<file path="config.mk">
export PLATFORM = sky130hd
export DESIGN_NAME = packet_nested_checksum_engine_unit
export DESIGN_NICKNAME = d
export VERILOG_FILES = /design/src/rtl/pnce_pkg.sv /design/src/rtl/pnce_datapath.sv /design/src/rtl/packet_nested_checksum_engine_unit.sv
export SDC_FILE = /design/constraint.sdc
export NUM_CORES = 1
export LEC_CHECK = 0
export ABC_CLOCK_PERIOD_IN_PS = 14700
export BUFFER_PORTS_ARGS = -buffer_cell sky130_fd_sc_hd__buf_2
export CORE_MARGIN = 8
export CORE_UTILIZATION = 51
export CTS_CLUSTER_SIZE = 30
export DETAILED_ROUTE_END_ITERATION = 16
export PLACE_DENSITY = 0.65
export REMOVE_ABC_BUFFERS = 1
export SETUP_SLACK_MARGIN = 0.3
export SLEW_MARGIN = 15
export SYNTH_ARGS = -nofsm -noshare
export SYNTH_HDL_FRONTEND = slang
export SYNTH_HIERARCHICAL = 1
export SYNTH_SLANG_ARGS = --single-unit
</file>
<file path="constraint.sdc">
create_clock -name clk -period 14.7 [get_ports clk]
set_input_delay 2.94 -clock clk [delete_from_list [all_inputs] [get_ports clk]]
set_output_delay 2.94 -clock clk [all_outputs]
set_load 0.02 [all_outputs]
</file>
<file path="src/rtl/pnce_pkg.sv">
// pnce_pkg: constants, result type and ones' complement add for the
// packet nested checksum engine; no dependencies
package pnce_pkg;

	localparam logic [7:0] INNER_BIAS     = 8'h33;
	localparam logic [7:0] INNER_MIN_LEN  = 8'd19;
	localparam logic [7:0] LE_FRAME_TYPE  = 8'd2;

	localparam logic [8:0] HEAD_BYTES      = 9'd9;
	localparam logic [8:0] OFF_RSVD_LO     = 9'd10;
	localparam logic [8:0] OFF_RSVD_HI     = 9'd11;
	localparam logic [8:0] OFF_FRAME_TYPE  = 9'd12;
	localparam logic [8:0] OFF_INNER_FIRST = 9'd13;
	localparam logic [8:0] OFF_PCOUNT_LE   = 9'd15;
	localparam logic [8:0] OFF_PCOUNT      = 9'd16;
	localparam logic [8:0] PAYLOAD_START   = 9'd17;
	localparam logic [8:0] OFFSET_MAX      = 9'd511;

	localparam logic [1:0] STATUS_OK      = 2'd0;
	localparam logic [1:0] STATUS_SHORT   = 2'd1;
	localparam logic [1:0] STATUS_OVERRUN = 2'd2;

	typedef struct packed {
		logic [15:0] outer_checksum;
		logic [7:0]  inner_checksum;
		logic        inner_present;
		logic [1:0]  status;
	} pnce_result_t;

	function automatic logic [15:0] ones_add(input logic [15:0] a, input logic [15:0] b);
		logic [16:0] s;
		s = {1'b0, a} + {1'b0, b};
		return s[15:0] + {15'd0, s[16]};
	endfunction

endpackage

</file>
<file path="src/rtl/pnce_datapath.sv">
// pnce_datapath: per-packet state and one-beat update of the inner and
// outer checksums; uses pnce_pkg
module pnce_datapath import pnce_pkg::*; (
	input  logic         clk,
	input  logic         arst_n,
	input  logic         step,
	input  logic [7:0]   data_byte,
	input  logic         end_of_packet,
	output pnce_result_t result
);

	logic [8:0]  off_q;
	logic [7:0]  len_q;
	logic [7:0]  ftype_q;
	logic [7:0]  pcount_q;
	logic [7:0]  isum_q;
	logic [15:0] acc_q;
	logic        ovr_q;
	logic        known_q;
	logic        placed_q;
	logic [7:0]  ival_q;
	logic [15:0] psum_q [0:8];

	logic        is_head;
	logic        is_len;
	logic        len_big;
	logic [8:0]  len_m2;
	logic [7:0]  ftype_new;
	logic [7:0]  pcount_new;
	logic        hdr_inner;
	logic        payload_inner;
	logic [7:0]  isum_new;
	logic        ovr_new;
	logic        covered;
	logic        place;
	logic [7:0]  ival_calc;
	logic [7:0]  b_eff;
	logic [15:0] word_raw;
	logic [15:0] word_eff;
	logic [15:0] head_base;
	logic [15:0] acc_new;
	logic        placed_new;
	logic [7:0]  ival_new;
	logic        known_new;
	logic [7:0]  len_new;
	logic        is_short;
	logic [8:0]  off_inc;

	always_comb begin
		is_head   = off_q < HEAD_BYTES;
		is_len    = off_q == HEAD_BYTES;
		len_big   = len_q > INNER_MIN_LEN;
		len_m2    = {1'b0, len_q} - 9'd2;
		ftype_new = (off_q == OFF_FRAME_TYPE) ? data_byte : ftype_q;

		pcount_new = pcount_q;
		if (off_q == OFF_PCOUNT_LE && ftype_q == LE_FRAME_TYPE) begin
			pcount_new = data_byte;
		end
		if (off_q == OFF_PCOUNT && ftype_q != LE_FRAME_TYPE) begin
			pcount_new = data_byte;
		end

		hdr_inner     = (off_q >= OFF_INNER_FIRST) && (off_q <= OFF_PCOUNT);
		payload_inner = (off_q >= PAYLOAD_START) && len_big
			&& ((off_q - PAYLOAD_START) < {1'b0, pcount_q}) && (off_q < len_m2);
		isum_new = (hdr_inner || payload_inner) ? isum_q + data_byte : isum_q;

		ovr_new = ovr_q || ((off_q == OFF_PCOUNT) && len_big
			&& (pcount_new > (len_q - INNER_MIN_LEN)));

		// bytes from offset 10 on
		covered   = off_q < {1'b0, len_q};
		place     = (len_q >= INNER_MIN_LEN) && (off_q == len_m2);
		ival_calc = ~isum_q + INNER_BIAS;
		if (place) begin
			b_eff = ival_calc;
		end else if (off_q == OFF_RSVD_LO || off_q == OFF_RSVD_HI) begin
			b_eff = 8'd0;
		end else begin
			b_eff = data_byte;
		end
		word_raw = off_q[0] ? {data_byte, 8'h00} : {8'h00, data_byte};
		word_eff = off_q[0] ? {b_eff, 8'h00} : {8'h00, b_eff};

		// length byte: keep only head bytes below the covered length
		head_base = ({1'b0, data_byte} >= HEAD_BYTES) ? acc_q : psum_q[data_byte[3:0]];

		placed_new = placed_q;
		ival_new   = ival_q;
		if (is_head) begin
			acc_new = ones_add(acc_q, word_raw);
		end else if (is_len) begin
			acc_new = ({1'b0, data_byte} > HEAD_BYTES)
				? ones_add(head_base, {data_byte, 8'h00}) : head_base;
		end else begin
			acc_new = covered ? ones_add(acc_q, word_eff) : acc_q;
			if (covered && place) begin
				placed_new = 1'b1;
				ival_new   = ival_calc;
			end
		end

		known_new = known_q || is_len;
		len_new   = is_len ? data_byte : len_q;
		is_short  = !known_new || (({1'b0, off_q} + 10'd1) < {2'b00, len_new});
		off_inc   = (off_q < OFFSET_MAX) ? off_q + 9'd1 : off_q;

		result.outer_checksum = ~acc_new;
		result.inner_checksum = placed_new ? ival_new : 8'd0;
		result.inner_present  = placed_new;
		if (is_short) begin
			result.status = STATUS_SHORT;
		end else if (ovr_new) begin
			result.status = STATUS_OVERRUN;
		end else begin
			result.status = STATUS_OK;
		end
	end

	always_ff @(posedge clk or negedge arst_n) begin
		if (!arst_n) begin
			off_q    <= '0;
			len_q    <= '0;
			ftype_q  <= '0;
			pcount_q <= '0;
			isum_q   <= '0;
			acc_q    <= '0;
			ovr_q    <= 1'b0;
			known_q  <= 1'b0;
			placed_q <= 1'b0;
			ival_q   <= '0;
		end else if (step) begin
			if (end_of_packet) begin
				off_q    <= '0;
				len_q    <= '0;
				ftype_q  <= '0;
				pcount_q <= '0;
				isum_q   <= '0;
				acc_q    <= '0;
				ovr_q    <= 1'b0;
				known_q  <= 1'b0;
				placed_q <= 1'b0;
				ival_q   <= '0;
			end else begin
				off_q    <= off_inc;
				len_q    <= len_new;
				ftype_q  <= ftype_new;
				pcount_q <= pcount_new;
				isum_q   <= isum_new;
				acc_q    <= acc_new;
				ovr_q    <= ovr_new;
				known_q  <= known_new;
				placed_q <= placed_new;
				ival_q   <= ival_new;
			end
		end
	end

	// running sum before each head byte
	always_ff @(posedge clk) begin
		if (step && is_head) begin
			psum_q[off_q[3:0]] <= acc_q;
		end
	end

endmodule

</file>
<file path="src/rtl/packet_nested_checksum_engine_unit.sv">
// packet_nested_checksum_engine_unit: top level with input stage and result
// register; uses pnce_pkg and pnce_datapath
// a packet's last beat passes the input stage register, then its result is loaded into the result register
// throughput: one beat per cycle; a beat stalls only behind an untaken result
// the per-beat sum update is one 16-bit end-around-carry add in the datapath stage
// reset: arst_n clears the stage valids and all packet state but the head sums in psum_q; state also clears per packet
module packet_nested_checksum_engine_unit import pnce_pkg::*; (
	input  logic        clk,
	input  logic        arst_n,
	input  logic        in_valid,
	output logic        in_ready,
	input  logic [7:0]  data_byte,
	input  logic        end_of_packet,
	output logic        out_valid,
	input  logic        out_ready,
	output logic [15:0] outer_checksum,
	output logic [7:0]  inner_checksum,
	output logic        inner_present,
	output logic [1:0]  status
);

	logic         v_s1;
	logic [7:0]   byte_s1;
	logic         eop_s1;
	logic         adv;
	logic         out_valid_q;
	pnce_result_t res_q;
	pnce_result_t res_next;

	assign adv      = v_s1 && (!eop_s1 || !out_valid_q || out_ready);
	assign in_ready = !v_s1 || adv;

	always_ff @(posedge clk or negedge arst_n) begin
		if (!arst_n) begin
			v_s1 <= 1'b0;
		end else if (in_ready) begin
			v_s1 <= in_valid;
		end
	end

	always_ff @(posedge clk) begin
		if (in_ready && in_valid) begin
			byte_s1 <= data_byte;
			eop_s1  <= end_of_packet;
		end
	end

	pnce_datapath u_datapath (
		.clk           (clk),
		.arst_n        (arst_n),
		.step          (adv),
		.data_byte     (byte_s1),
		.end_of_packet (eop_s1),
		.result        (res_next)
	);

	always_ff @(posedge clk or negedge arst_n) begin
		if (!arst_n) begin
			out_valid_q <= 1'b0;
		end else if (adv && eop_s1) begin
			out_valid_q <= 1'b1;
		end else if (out_ready) begin
			out_valid_q <= 1'b0;
		end
	end

	always_ff @(posedge clk) begin
		if (adv && eop_s1) begin
			res_q <= res_next;
		end
	end

	assign out_valid      = out_valid_q;
	assign outer_checksum = res_q.outer_checksum;
	assign inner_checksum = res_q.inner_checksum;
	assign inner_present  = res_q.inner_present;
	assign status         = res_q.status;

`ifndef SYNTHESIS
	a_stall_only_behind_result: assert property (@(posedge clk) disable iff (!arst_n)
		!in_ready |-> (out_valid && !out_ready && v_s1 && eop_s1))
		else $error("input stalled without a pending result");

	a_overrun_has_inner: assert property (@(posedge clk) disable iff (!arst_n)
		(out_valid && status == STATUS_OVERRUN) |-> inner_present)
		else $error("overrun reported without placed inner checksum");

	a_absent_inner_zero: assert property (@(posedge clk) disable iff (!arst_n)
		(out_valid && !inner_present) |-> (inner_checksum == 8'd0))
		else $error("inner checksum nonzero while not present");
`endif

endmodule

</file>
==> flow_summary.toml, run 1 <==
[sta]
period_minus_slack_ps = 7150
setup_slack_ps = 7550
fmax_mhz = 140
rsz0062_at_grt = "false"
post-route-period-util_pct = 48.6
setup_tns_ps = 0
hold_viol = 0
slew_viol_final = 0
worst_pin_slew_ps = 1050
finClkSkew_ps = 11.4
relSlewSlack_pct = 29.6
setup_viol = 0

[logic_synthesis]
yosys_warnings = 6
ys_top_cells_by_count = "edfxtp_1, nor2_1, ha_1"
post_synth_num_cell_types = 94
synth-edff-count = 180
synth_top_cell_area_share_pct = 35.0
syn_avg_cell_area_um2 = 11.0
postSynthCellCount = 1407
ys_dominant_reg_cell = "edfxtp_1"
synth_top_family_by_area = "compound AO/OA/AOI/OAI gates"
yosysMostFrequentCell = "edfxtp_1"
synth-seq-cells = 250
synthTopCellsByArea = "edfxtp_1, dfrtp_1, ha_1"
synth-async-reset-ratio_pct = 28.0
synth_compound_area_share_pct = 17.2
yosysTopAreaCell = "edfxtp_1"
yosys.area_share.simple_pct = 13.2
synthAdderAreaFrac_pct = 8.53
synth-xor-area-share_pct = 4.70
syn-cell-area_um2 = 15500
seq_area_frac_synth_pct = 46.3
synth.mux.area_fraction_pct = 6.82

[cts]
cts.clk_slew.worst_paths_ps = 60
cts_hold_buf = 0
numCtsBuffers = 27
cts_setup_buffers = 0
insertion_delay_ps = 550
htreeDepth = 1
cts_root_buf = "clkbuf_16"
ctsResizeCount = 0
cts_tree = "yes"
cts_buffer_depth = 3
cts.sinks = 250

[outcome]
status = "finished, final reports clean"

[worst_setup_path]
critPathCapture = "outer_checksum[15]"
r2r-start = "u_datapath/len_q[2]"
crit_path_frequent_cell = "ha_1"
startpoint_type = "flop"
startpoint = "u_datapath/len_q[2]"
worst_ep_required_time_ps = 15010
worst_ep_arrival_time_ps = 7460
timing.rr.end = "outer_checksum[15]"
worstPathMaxFanout = 11
endpoint_kind = "flop"
reg2reg_depth = 29
crit_type = "reg -> reg"
slowest_stage = "nor4_2"
r2r_slack_ps = 7550
cp_slowest_stage_delay_ps = 800

[detailed_routing]
antenna_left = 0
via_per_inst = 6.37
num_vias = 11700
drt_first_pass_iters = 5
drt_wl_total_um = 44400
wl_per_cell_um = 24.1
drt_iter0_drc = 1059
route.detailed.drc = 0

[place]
io_buffer_count = 41
post-place-ws_ps = 7660
gp_congestion = 0.979
dp_hpwl_um = 30800

[pwr]
finalPower_uw = 2360
power_density_nw_per_um2 = 138
ir_drop_mv = 0.0947
p_leak_uw = 0.00676

[die]
rows = 63
dieWidth_um = 190
initial_core_util_pct = 52.0
top_level_ports = 42
core_area_um2 = 29700
die_h_um = 190
dieArea_um2 = 36100

[grt]
grt_pass1_vias = 11700
antenna_found_initial = 0
grt-ovfl-total = 0
grt_use_total_pct = 24.6
grt_pass1_wl_um = 68600
grt_max_degree = 71

[layout]
fill_cells = 2522
final_nets = 1551
area_delta_synth_final_pct = 10.6
ff_latch_area_um2 = 7160
antenna_cells = 0
layout-drive-gt1-share_pct = 11.7
multi_input_area_um2 = 7830

[job]
drv_cap = 0

[hold_path]
hp-class = "reg -> reg"
min_from = "u_datapath/ftype_q[7]"
hold_depth = 1
-- routing by layer --
layer / GRT usage (%) / wire (um)
met5: 0 / 0
met2: 40.6 / 20900
met3: 2.38 / 2620
met4: 10.6 / 2160
met1: 32.6 / 18800
-- where the power goes --
group | internal (uW) | switching (uW)
registers | 847 | 80.7
clock network | 477 | 275
logic | 255 | 429
total | 1580 | 785
-- flip-flops by register name, indices dropped and copies added, names as in the netlist --
register / count
u_datapath/psum_q: 144
outer_checksum: 16
u_datapath/acc_q: 16
u_datapath/off_q: 9
byte_s1: 8
inner_checksum: 8
u_datapath/ftype_q: 8
u_datapath/isum_q: 8
u_datapath/ival_q: 8
u_datapath/len_q: 8
u_datapath/pcount_q: 8
status: 2
eop_s1: 1
inner_present: 1
out_valid: 1
u_datapath/known_q: 1
u_datapath/ovr_q: 1
u_datapath/placed_q: 1
v_s1: 1
-- worst min-delay path by stage --
stage                                 end
floorplan           u_datapath/ftype_q[1]
global placement    u_datapath/ftype_q[3]
detailed placement  u_datapath/ftype_q[4]
CTS                 u_datapath/ftype_q[1]
global route         u_datapath/ival_q[1]
finish              u_datapath/ftype_q[7]
-- logic make-up (layout without fill, tap and decap cells) --
kind of cell             count (synthesis)  count (layout)
XOR/XNOR                                83              83
adder cells (fa/ha/maj)                103             103
buffers and inverters                  123             169
AND/OR/NAND/NOR                        403             403
multiplexers                            63              63
AO/OA/AOI/OAI                          382             382
flip-flops                             250             250
-- cell usage in the layout, fill, tap and decap left out, types with 31 or more instances in the layout --
cell      count
a21oi_1      65
buf_2        40
buf_4        33
dfrtp_1      70
edfxtp_1    180
ha_1         99
inv_1        47
mux2i_1      31
nand2_1      94
nor2_1      106
o21ai_0      81
xnor2_1      45
xor2_1       38
-- worst max-delay path: cells and delay by family, from the launching register on --
kind,cells,cell delay [ps]
buffers and inverters,2,260
AO/OA/AOI/OAI,9,2380
XOR/XNOR,1,90
AND/OR/NAND/NOR,12,2350
adder cells (fa/ha/maj),5,1360
flip-flops,1,440
-- cell type report --
type	count	share of cell area (%)
flip-flops and latches	250	41.9
clock inverters	15	1.68
multi-input cells	1034	45.8
inverters	49	1.08
well taps	390	2.86
clock buffers	32	4.06
repair buffers	73	2.62
-- per-stage QoR --
step	hold WS, ps	utilization (%)	instances	instance area [um^2]
global route	534	57.5	1843	17100
finish	508	57.5	1843	17100
CTS	510	57.5	1843	17100
detailed placement	495	54.2	1796	16100
floorplan	465	-	1333	15100
global placement	490	54.2	1796	16100
(Power assumes the default switching activity.)
==> run 2: changes to the inputs <==
--- a/config.mk
+++ b/config.mk
@@ -5,7 +5,7 @@
 export SDC_FILE = /design/constraint.sdc
 export NUM_CORES = 1
 export LEC_CHECK = 0
-export ABC_CLOCK_PERIOD_IN_PS = 14700
+export ABC_CLOCK_PERIOD_IN_PS = 6800
 export BUFFER_PORTS_ARGS = -buffer_cell sky130_fd_sc_hd__buf_2
 export CORE_MARGIN = 8
 export CORE_UTILIZATION = 51
==> constraint.sdc (replaced) <==
create_clock -name clk -period 6.8 [get_ports clk]
set_input_delay 1.36 -clock clk [delete_from_list [all_inputs] [get_ports clk]]
set_output_delay 1.36 -clock clk [all_outputs]
set_load 0.02 [all_outputs]
==> run 2 against run 1 <==
  * Critical path depth is 1 lower
  * Sequential cell count unchanged
  * Utilization rose by 0.60 points
  * Cell count increased by 0.92%
  * Die area unchanged
  * Non-clock buffer count rose by 14
  * Routed wire length down 0.74%
  * Sequential power grew 120%
  * Worst setup slack worse by 7000 ps
  * Highest routed layer unchanged
==> flow_summary.toml, run 2 (synthesis results as in run 1) <==
[cts]
cts_root_buf = "clkbuf_16"
htreeDepth = 1
cts_buffer_depth = 3
insertion_delay_ps = 560
numCtsBuffers = 27
cts_tree = "yes"
cts.sinks = 250
cts.clk_slew.worst_paths_ps = 60

[sta]
setup_tns_ps = 0
period_minus_slack_ps = 6230
hold_viol = 0
rsz0062_at_grt = "false"
relSlewSlack_pct = 23.6
setup_viol = 0
finClkSkew_ps = 16.0
slew_viol_final = 0
worst_pin_slew_ps = 1150
post-route-period-util_pct = 91.7
fmax_mhz = 160

[grt]
grt_pass1_wl_um = 67600
grt_pass1_vias = 11400
grt_use_total_pct = 24.1
antenna_found_initial = 1
grt-ovfl-total = 0
grt_max_degree = 71

[pwr]
p_leak_uw = 0.00686
ir_drop_mv = 0.191
finalPower_uw = 5120
power_density_nw_per_um2 = 297

[detailed_routing]
drt_wl_total_um = 44100
route.detailed.drc = 0
antenna_left = 0
drt_first_pass_iters = 7
num_vias = 11900
via_per_inst = 6.37
drt_iter0_drc = 1033
wl_per_cell_um = 23.7

[layout]
antenna_cells = 0
fill_cells = 2499
final_cell_mix = "edfxtp_1, nor2_1, ha_1, nand2_1, o21ai_0"
final_common_cell = "edfxtp_1"
stdcell_count = 1860
area_delta_synth_final_pct = 11.7
ff_latch_area_um2 = 7160
layout-drive-gt1-share_pct = 13.5
multi_input_area_um2 = 7920
final_core_util_pct = 58.1
final_nets = 1565
largest_reg_flops = 144

[worst_setup_path]
endpoint_kind = "flop"
worst_ep_arrival_time_ps = 6550
startpoint_type = "flop"
r2r_slack_ps = 570
crit_type = "reg -> reg"
r2r-start = "u_datapath/len_q[2]"
reg2reg_depth = 28
startpoint = "u_datapath/len_q[2]"
cp_slowest_stage_delay_ps = 480
critPathCapture = "outer_checksum[15]"
timing.rr.end = "outer_checksum[15]"
crit_path_frequent_cell = "ha_1"
worstPathMaxFanout = 8
worst_ep_required_time_ps = 7120
slowest_stage = "a2111oi_4"

[place]
dp.cells = 1803
gp_congestion = 0.965
io_buffer_count = 41
dp_hpwl_um = 31400

[die]
core_area_um2 = 29700
top_level_ports = 42
dieArea_um2 = 36100
rows = 63
die_h_um = 190
initial_core_util_pct = 52.0
dieWidth_um = 190

[job]
drv_cap = 0

[outcome]
status = "finished, final reports clean"

[hold_path]
hp-class = "reg -> reg"
## run 2: cell types whose count changed in the layout (fill, tap and decap cells not counted), sizes merged
cell	change
bufinv	-3
clkbuf	+4
clkinvlp	+3
buf	+14
inv	+1
clkinv	-2
## run 2: worst max-delay path, delay by kind of cell, from the launching register on
family                     cells  cell delay [ps]
AOI/OAI and AO/OA              9             2070
xor gates and xnor gates       1              150
adders and majority gates      5             1330
buffers and inverters          2              200
DFF                            1              450
and+or+nand+nor               11             1790
## run 2: report_power, final
group / total (uW) / switching (uW) / internal [uW]
sequential: 2000 / 170 / 1830
combinational: 1540 / 963 / 582
clock: 1580 / 616 / 959
total: 5120 / 1750 / 3370
## run 2: worst min path at each step
stage	startpoint	to	slack (ps)	cells past startpoint
after floorplan	u_datapath/ftype_q[1]	u_datapath/ftype_q[1]	470	1
after global placement	u_datapath/ftype_q[1]	u_datapath/ftype_q[1]	490	1
after detailed placement	u_datapath/ftype_q[1]	u_datapath/ftype_q[1]	490	1
after CTS	u_datapath/ftype_q[1]	u_datapath/ftype_q[1]	500	1
after global routing	u_datapath/ftype_q[1]	u_datapath/ftype_q[1]	530	1
final	u_datapath/ftype_q[1]	u_datapath/ftype_q[1]	510	1
## run 2: what timing repair did
action	CTS	global route
pin swaps	0	5
setup buffers	0	7
hold buffers	0	0
resized for setup	3	15
endpoints found under the setup margin	9	26
## run 2: metrics by stage
stage | setup slack [ps] | hold slack (ps) | cell area [um^2]
after floorplan | 171 | 465 | 15100
after global routing | 234 | 529 | 17300
after CTS | 306 | 503 | 17100
after detailed placement | 134 | 485 | 16200
after global placement | 239 | 486 | 16200
final | 566 | 505 | 17300
## run 2: final cells by class
class	instances	area share (%)
clock inverters	14	1.29
inverters	49	1.07
flip-flops and latches	250	41.5
clock buffers	36	4.28
repair buffers	87	3.20
multi-input cells	1034	45.9
well taps	390	2.83
## run 2: per-layer routing
metal  wire length [um]  vias to the layer above  GRT usage [%]
met5                  0                        -              0
met4               1700                        0           8.72
met3               2500                      105           2.78
met2              20900                      407           40.0
met1              19000                     5896           32.1
li1                   -                     5449              -
==> run 3: changes to the inputs <==
--- a/config.mk
+++ b/config.mk
@@ -11,7 +11,7 @@
 export CORE_UTILIZATION = 51
 export CTS_CLUSTER_SIZE = 30
 export DETAILED_ROUTE_END_ITERATION = 16
-export PLACE_DENSITY = 0.65
+export PLACE_DENSITY = 0.75
 export REMOVE_ABC_BUFFERS = 1
 export SETUP_SLACK_MARGIN = 0.3
 export SLEW_MARGIN = 15
==> run 3 against run 2 <==
  * Worst setup slack better by 3.5 ps
  * Sequential share of layout area up 0.57 points
  * Final area down 1.4%
  * Cell count down 0.70%
  * First-iteration DRC count up 18%
  * Register-to-register slack about the same
  * Critical path type unchanged
  * Largest cell class unchanged
  * Highest routed layer unchanged
==> flow_summary.toml, run 3 (synthesis results as in run 1) <==
[outcome]
status = "finished, final reports clean"

[job]
drv_cap = 0

[worst_setup_path]
worstPathMaxFanout = 8
worst_ep_arrival_time_ps = 6540
endpoint_kind = "flop"
crit_path_frequent_cell = "nand2_1"
slowest_stage = "a2111oi_4"
startpoint_type = "flop"
cp_slowest_stage_delay_ps = 500
path_buf_inv = 1
path_delay_family = "compound AO/OA/AOI/OAI gates"
crit_type = "reg -> reg"
worst_ep_required_time_ps = 7110
r2r_slack_ps = 570

[sta]
post-route-period-util_pct = 91.6
setup_slack_ps = 569
setup_viol = 0
worst_pin_slew_ps = 1260
finClkSkew_ps = 16.2
rsz0062_at_grt = "false"
setup_tns_ps = 0
period_minus_slack_ps = 6230
hold_viol = 0
timing.hold.ws_ps = 514
relSlewSlack_pct = 16.1
slew_viol_final = 0
fmax_mhz = 160

[detailed_routing]
route.detailed.drc = 0
drt_first_pass_iters = 6
num_vias = 11900
drt_wl_total_um = 44700
antenna_left = 0
drt_iter0_drc = 1221
wl_per_cell_um = 24.2
via_per_inst = 6.46

[place]
gp_congestion = 0.972
dpl_cell_area_um2 = 16100
io_buffer_count = 41
dp_hpwl_um = 31500
post-place-ws_ps = 218

[layout]
ff_latch_area_um2 = 7160
final_common_cell = "edfxtp_1"
multi_input_area_um2 = 7940
final_area_um2 = 17000
final_nets = 1554
fill_cells = 2464
largest_reg_flops = 144
layout-drive-gt1-share_pct = 12.6
area_delta_synth_final_pct = 10.2
final_cell_mix = "edfxtp_1, nor2_1, ha_1, nand2_1, o21ai_0"

[grt]
grt-ovfl-total = 0
grt_use_total_pct = 24.2
grt_pass1_vias = 11700
antenna_found_initial = 1
grt_max_degree = 71
grt_pass1_wl_um = 68000

[pwr]
power_density_nw_per_um2 = 285
ir_drop_mv = 0.195
p_leak_uw = 0.00673

[cts]
cts.clk_slew.worst_paths_ps = 60
insertion_delay_ps = 550
numCtsBuffers = 26
htreeDepth = 1
cts_tree = "yes"
cts_root_buf = "clkbuf_16"
cts_hold_buf = 0
cts_buffer_depth = 3
cts.sinks = 250

[die]
initial_core_util_pct = 52.0
rows = 63
dieArea_um2 = 36100
die_h_um = 190
top_level_ports = 42
core_area_um2 = 29700
dieWidth_um = 190

[hold_path]
hp-class = "reg -> reg"
[run 3: layout make-up]
cell class / count / area share [%]
Multi-Input combinational cell: 1034 / 46.6
Sequential cell: 250 / 42.0
Clock buffer: 36 / 4.04
Tap cell: 390 / 2.87
Timing Repair Buffer: 77 / 2.81
Inverter: 49 / 1.09
Clock inverter: 10 / 0.522
Antenna cell: 1 / 0.0147
[run 3: through the flow]
step                      instances  power, uW  util [%]
after floorplan                1333       3000         -
after global placement         1795       3460      54.2
after detailed placement       1795       3490      54.2
after CTS                      1841       4830      56.8
after global routing           1846       5070      57.3
final                          1847       4860      57.3
[run 3: worst paths after layout]
path / startpoint / to / depth (start not counted)
worst max-delay path: u_datapath/len_q[2] / outer_checksum[15] / 27
worst min-delay path: u_datapath/ftype_q[2] / u_datapath/ftype_q[2] / 1
worst max register to register: u_datapath/len_q[2] / outer_checksum[15] / 27
worst min register to register: u_datapath/ftype_q[2] / u_datapath/ftype_q[2] / 1
max in group asynchronous: arst_n / u_datapath/len_q[1] / 1
min in group asynchronous: arst_n / v_s1 / 1
[run 3: what timing repair did]
item | 4_1_cts | 5_1_grt
setup buffers | 0 | 5
gates cloned | 0 | 0
setup endpoints to repair | 8 | 28
resized for setup | 2 | 21
pin swaps | 0 | 6
[run 3: worst reg2reg max path, cell delays in order, from the launching register on]
cell       delay [ps]
dfrtp_2           480
nor4_4            360
nand2_1           110
xnor2_1           140
ha_1              300
nand3_1           120
nor4_4            360
a31oi_4           110
a22oi_2           240
nor2_1             70
ha_2              210
fa_2              410
a211oi_4          320
o21ai_2           130
a2111oi_4         500
o41ai_4           170
nand2_1           110
nand2_1            70
a21o_1            200
ha_1              210
and3_1            220
nand3_2           120
inv_1              90
and3_2            250
a31o_1            230
a32oi_1           200
nand3_1           120
and2_1            150
[run 3: layer usage]
metal | track usage [%] | share of wire, % | up-vias
li1 | - | - | 5438
met5 | 0 | 0 | -
met1 | 30.8 | 41 | 5864
met2 | 39.9 | 47 | 514
met4 | 9.65 | 4.2 | 0
met3 | 4.94 | 7.6 | 108
[run 3: power by group]
part           internal, uW  switching [uW]
registers              1830             192
clock network           744             580
logic                   569             941
